`src/rtl/core/qrm_pkg.sv`:
```
// Shared widths, types and constants for the quaternion to rotation matrix core.
`timescale 1ns / 1ps
package qrm_pkg;
  localparam int CompW  = 16;
  localparam int ProdW  = 32;
  localparam int NormW  = 33;
  localparam int NumW   = 34;
  localparam int DenW   = 34;
  localparam int RemW   = 48;
  localparam int QuoW   = 15;
  localparam int NumEnt = 9;
  localparam int PipeD  = 2 + QuoW + 1;
  localparam logic [QuoW-1:0] QOne = 15'd16384;

  typedef logic signed [CompW-1:0] comp_t;
  typedef logic signed [NumW-1:0]  num_t;
  typedef logic [NormW-1:0]        norm_t;

  typedef struct packed {
    logic en;
  } pipe_ctl_t;
endpackage

```
`src/rtl/core/qrm_divider.sv`:
```
// Pipelined restoring divider, one quotient bit per stage: round(|num| * 16384 / norm).
`timescale 1ns / 1ps
module qrm_divider (
  input  logic               clk,
  input  qrm_pkg::pipe_ctl_t ctl,
  input  qrm_pkg::num_t      num,
  input  qrm_pkg::norm_t     norm,
  output logic [qrm_pkg::QuoW-1:0] quo_o,
  output logic               neg_o
);
  import qrm_pkg::*;

  logic [RemW-1:0] rem_r  [QuoW];
  logic [DenW-1:0] den_r  [QuoW];
  logic [QuoW-1:0] quo_r  [QuoW];
  logic            neg_r  [QuoW];
  logic [RemW-1:0] rem_nxt [QuoW];
  logic [QuoW-1:0] quo_nxt [QuoW];
  logic [NormW-1:0] mag;
  logic [RemW-1:0]  rem0;
  logic [DenW-1:0]  den0;

  // |num| never exceeds the norm, so the quotient fits in QuoW bits.
  always_comb begin
    mag  = num[NumW-1] ? NormW'(-num) : NormW'(num);
    rem0 = (RemW'(mag) << QuoW) + RemW'(norm);
    den0 = {norm, 1'b0};
  end

  for (genvar s = 0; s < QuoW; s++) begin : g_stage
    logic [RemW-1:0] rin;
    logic [DenW-1:0] din;
    logic [QuoW-1:0] qin;
    logic [RemW-1:0] dsh;
    always_comb begin
      rin = (s == 0) ? rem0 : rem_r[(s == 0) ? 0 : s - 1];
      din = (s == 0) ? den0 : den_r[(s == 0) ? 0 : s - 1];
      qin = (s == 0) ? '0   : quo_r[(s == 0) ? 0 : s - 1];
      dsh = RemW'(din) << (QuoW - 1 - s);
      if (rin >= dsh) begin
        rem_nxt[s] = rin - dsh;
        quo_nxt[s] = qin | (QuoW'(1) << (QuoW - 1 - s));
      end else begin
        rem_nxt[s] = rin;
        quo_nxt[s] = qin;
      end
    end
    always_ff @(posedge clk) begin
      if (ctl.en) begin
        rem_r[s] <= rem_nxt[s];
        den_r[s] <= din;
        quo_r[s] <= quo_nxt[s];
        neg_r[s] <= (s == 0) ? num[NumW-1] : neg_r[(s == 0) ? 0 : s - 1];
      end
    end
  end

  assign quo_o = quo_r[QuoW-1];
  assign neg_o = neg_r[QuoW-1];
endmodule

```
`config.mk`:
```
export PLATFORM = sky130hd
export DESIGN_NAME = qrm_divider
export DESIGN_NICKNAME = d
export VERILOG_FILES = /design/src/rtl/core/qrm_pkg.sv /design/src/rtl/core/qrm_divider.sv
export SDC_FILE = /design/constraint.sdc
export NUM_CORES = 2
export LEC_CHECK = 0
export BUFFER_PORTS_ARGS = -buffer_cell sky130_fd_sc_hd__buf_2
export CAP_MARGIN = 20
export CORE_MARGIN = 2
export CORE_UTILIZATION = 50
export CTS_CLUSTER_SIZE = 12
export DETAILED_ROUTE_END_ITERATION = 8
export HOLD_SLACK_MARGIN = 0.15
export MAX_ROUTING_LAYER = met4
export PLACE_DENSITY_LB_ADDON = 0.25
export SETUP_SLACK_MARGIN = 0.02
export SYNTH_ARGS = -nofsm -noshare
export SYNTH_HDL_FRONTEND = slang
export SYNTH_SLANG_ARGS = --single-unit
export TNS_END_PERCENT = 20
```
`constraint.sdc`:
```
create_clock -name clk -period 6.8 [get_ports clk]
set_input_delay 0.34 -clock clk [delete_from_list [all_inputs] [get_ports clk]]
set_output_delay 0.34 -clock clk [all_outputs]
set_load 0.02 [all_outputs]
```
==> flow_metrics.py <==
metrics = {
    "placed_design": {
        "dpl_cell_area_sq_um": 72750,
        "gp_congestion": 0.9470,
        "hpwlAfterDp_um": 129400,
        "port_buffers": 84,
    },
    "pwr": {
        "p_sw_uw": 12830,
        "peakVddDrop_mv": 0.1986,
        "p_int_uw": 21150,
        "combPwrFrac_pct": 45.3,
        "sw_frac_of_total_pct": 37.76,
        "seqPwrFrac_pct": 34.7,
        "power_leakage_uw": 0.03071,
        "power_density_nw_per_um2": 440.0,
        "pwr-share-clk_pct": 19.9,
    },
    "cts": {
        "cts_resized": 0,
        "clock_latency_ps": 770,
        "clkTransAtPathRegs_ps": 50,
        "cts_buffer_depth": 3,
        "h-tree-depth": 4,
        "cts.hold.buffers_added": 36,
        "cts_tree": "done",
        "cts_post_setup_buffers_inserted": 0,
        "cts.sinks": 1150,
        "cts_buffers": 132,
        "cts_root_buffer": "clkbuf_16",
    },
    "timing": {
        "max_freq_mhz": 158.4,
        "slew_violations": 0,
        "fin_worst_skew_ps": 26.25,
        "hold_viol_final": 0,
        "rsz0062_at_grt": "false",
        "relSlewSlack_pct": 25.97,
        "setup_tns_ps": 0,
        "min_period_ps": 6312,
        "worst_pin_slew_ps": 1101,
        "setup_viol": 0,
        "post-route-period-util_pct": 92.82,
    },
    "global_routing": {
        "grt_pass1_wl_um": 263800,
        "grt_antenna_before_repair": 0,
        "overflow": 0,
        "track_usage_pct": 24.05,
        "grt_max_degree": 156,
        "grt_pass1_vias": 50759,
    },
    "floorplan": {
        "dieArea_sq_um": 143000,
        "initial_core_util_pct": 50.30,
        "core_area_sq_um": 139200,
        "fp.dieH_um": 378.2,
        "fp.dieW_um": 378.2,
        "rows": 137,
        "io_pins": 85,
    },
    "synth": {
        "synth-edff-count": 1150,
        "synth_seq_cells": 1150,
        "avgSynthCellArea_sq_um": 10.45,
        "yosysTopAreaCell": "edfxtp_1",
        "synthArstFlopShare_pct": 0,
        "yosys_warnings": 0,
        "syn_inst": 6701,
        "yosys.area.top_type_share_pct": 49.32,
        "seq_area_frac_synth_pct": 49.32,
        "ys_top_cells_by_area": "edfxtp_1, ha_1, a21oi_1",
        "netlist_area_sq_um": 70010,
        "synthDistinctLibCells": 93,
        "syn_nets": 7299,
        "synthFlopType": "edfxtp_1",
    },
    "detailed_routing": {
        "drt-total-wl_um": 166800,
        "wl_met3_um": 4656,
        "drt.antenna.violating_nets": 0,
        "wl_met2_um": 91810,
        "num_vias": 49987,
        "drc": 0,
        "wl_per_cell_um": 18.92,
        "wl_met1_um": 59910,
        "viasPerCell": 5.671,
        "first_iter_violations": 2599,
        "first_pass_iters": 7,
        "highest_layer": "met4",
    },
    "layout": {
        "fillers": 12119,
        "final_cell_mix": "edfxtp_1, inv_1, a21oi_1",
        "seq_area_sq_um": 34530,
        "syn_to_final_growth_pct": 10.32,
        "final_area_sq_um": 77240,
        "multi_input_area_sq_um": 32600,
        "final_net_count": 7433,
        "final_layout_size_suffix_gt1_share_pct": 7.195,
        "layout_commonest_cell": "edfxtp_1",
    },
    "setup_path": {
        "critPathBufInv": 6,
        "start_kind": "primary input",
        "cp_max_fo": 8,
        "arrival_ps": 6800,
        "end_kind": "register",
        "worst-setup-path-type": "primary input to register",
        "path_delay_family": "compound AO/OA/AOI/OAI gates",
        "critPathMaxStageDelay_ps": 530,
        "cp_data_required_time_ps": 7290,
        "critical_path.slowest_cell": "dlygate4sd3_1",
    },
    "status": {
        "status": "finished clean",
    },
    "flow_run": {
        "drv_cap": 0,
    },
    "worst_hold_path": {
        "min_path_type": "primary input to register",
    },
}
==> cells in the mapped netlist, types with 94 or more instances <==
cell      instances
o21ai_0         467
nor3_1          123
a21oi_1         570
nand2b_1         94
xnor2_1         318
xor2_1          208
mux2_2          114
edfxtp_1       1150
nor2_1          482
nand3_1         117
nand2_1         501
clkbuf_1        153
a21o_1          223
nand4_1         101
inv_1           611
ha_1            514
==> metal layers <==
metal / vias to the layer above / global-route usage [%]
met5: - / -
met4: 0 / 14.06
met3: 461 / 2.775
met2: 1020 / 46.52
met1: 23634 / 22.59
li1: 24872 / -
==> sequential cells by signal, indices dropped and copies added (netlist names) <==
name / flops
rem_r: 672
den_r: 343
quo_r: 120
neg_r: 15
==> metrics by stage <==
stage                     instances  util, %  total power [uW]  hold slack, ps  setup WS (ps)
after detailed placement       8541    52.27             27120           404.5          278.2
after global placement         8541    52.27             26890           400.8          280.0
after global routing           8811    55.49             36360           210.8          157.6
after floorplan                6701        -             23110           400.3          522.6
after CTS                      8811    55.49             34070           182.9          517.6
final                          8814    55.49             33980           177.0          488.4
==> cells by family after synthesis <==
| logic type | count (synthesis) | share of synthesized area [%] |
|---|---|---|
| AO/OA/AOI/OAI | 1803 | 16.00 |
| AND/OR/NAND/NOR | 1788 | 12.34 |
| flip-flops | 1150 | 49.32 |
| XOR/XNOR | 526 | 6.580 |
| adder cells (fa/ha/maj) | 529 | 9.614 |
| multiplexers | 118 | 1.891 |
| buffers and inverters | 787 | 4.250 |
==> layout make-up <==
cell class | count | share of cell area, %
clock inverters | 72 | 0.7468
clock buffers | 162 | 4.588
multi-input cells | 4764 | 42.21
inverters | 614 | 2.984
well taps | 1876 | 3.039
flip-flops and latches | 1150 | 44.71
diodes | 3 | 0.009719
repair buffers | 173 | 1.717
==> path summary, 6_finish.rpt <==
| check | slack [ps] | start | endpoint | depth (start not counted) |
|---|---|---|---|---|
| worst max-delay path | 490 | num[0] | rem_r[0][47] | 28 |
| worst min-delay path | 180 | ctl | den_r[1][177] | 1 |
| worst min register to register | 400 | quo_r[10][5] | quo_r[11][5] | 0 |
| worst max register to register | 1990 | rem_r[0][155] | rem_r[0][223] | 12 |
==> power groups by stage <==
stage	Sequential, uW	Combinational [uW]	Clock [uW]
5_1_grt	12000	17100	7230
3_3_place_gp	11900	15000	0
3_5_place_dp	11900	15200	0
6_report	11800	15400	6780
2_1_floorplan	11400	11700	0
4_1_cts	11800	15300	6960
No activity file was read; power rests on OpenSTA's default activity.
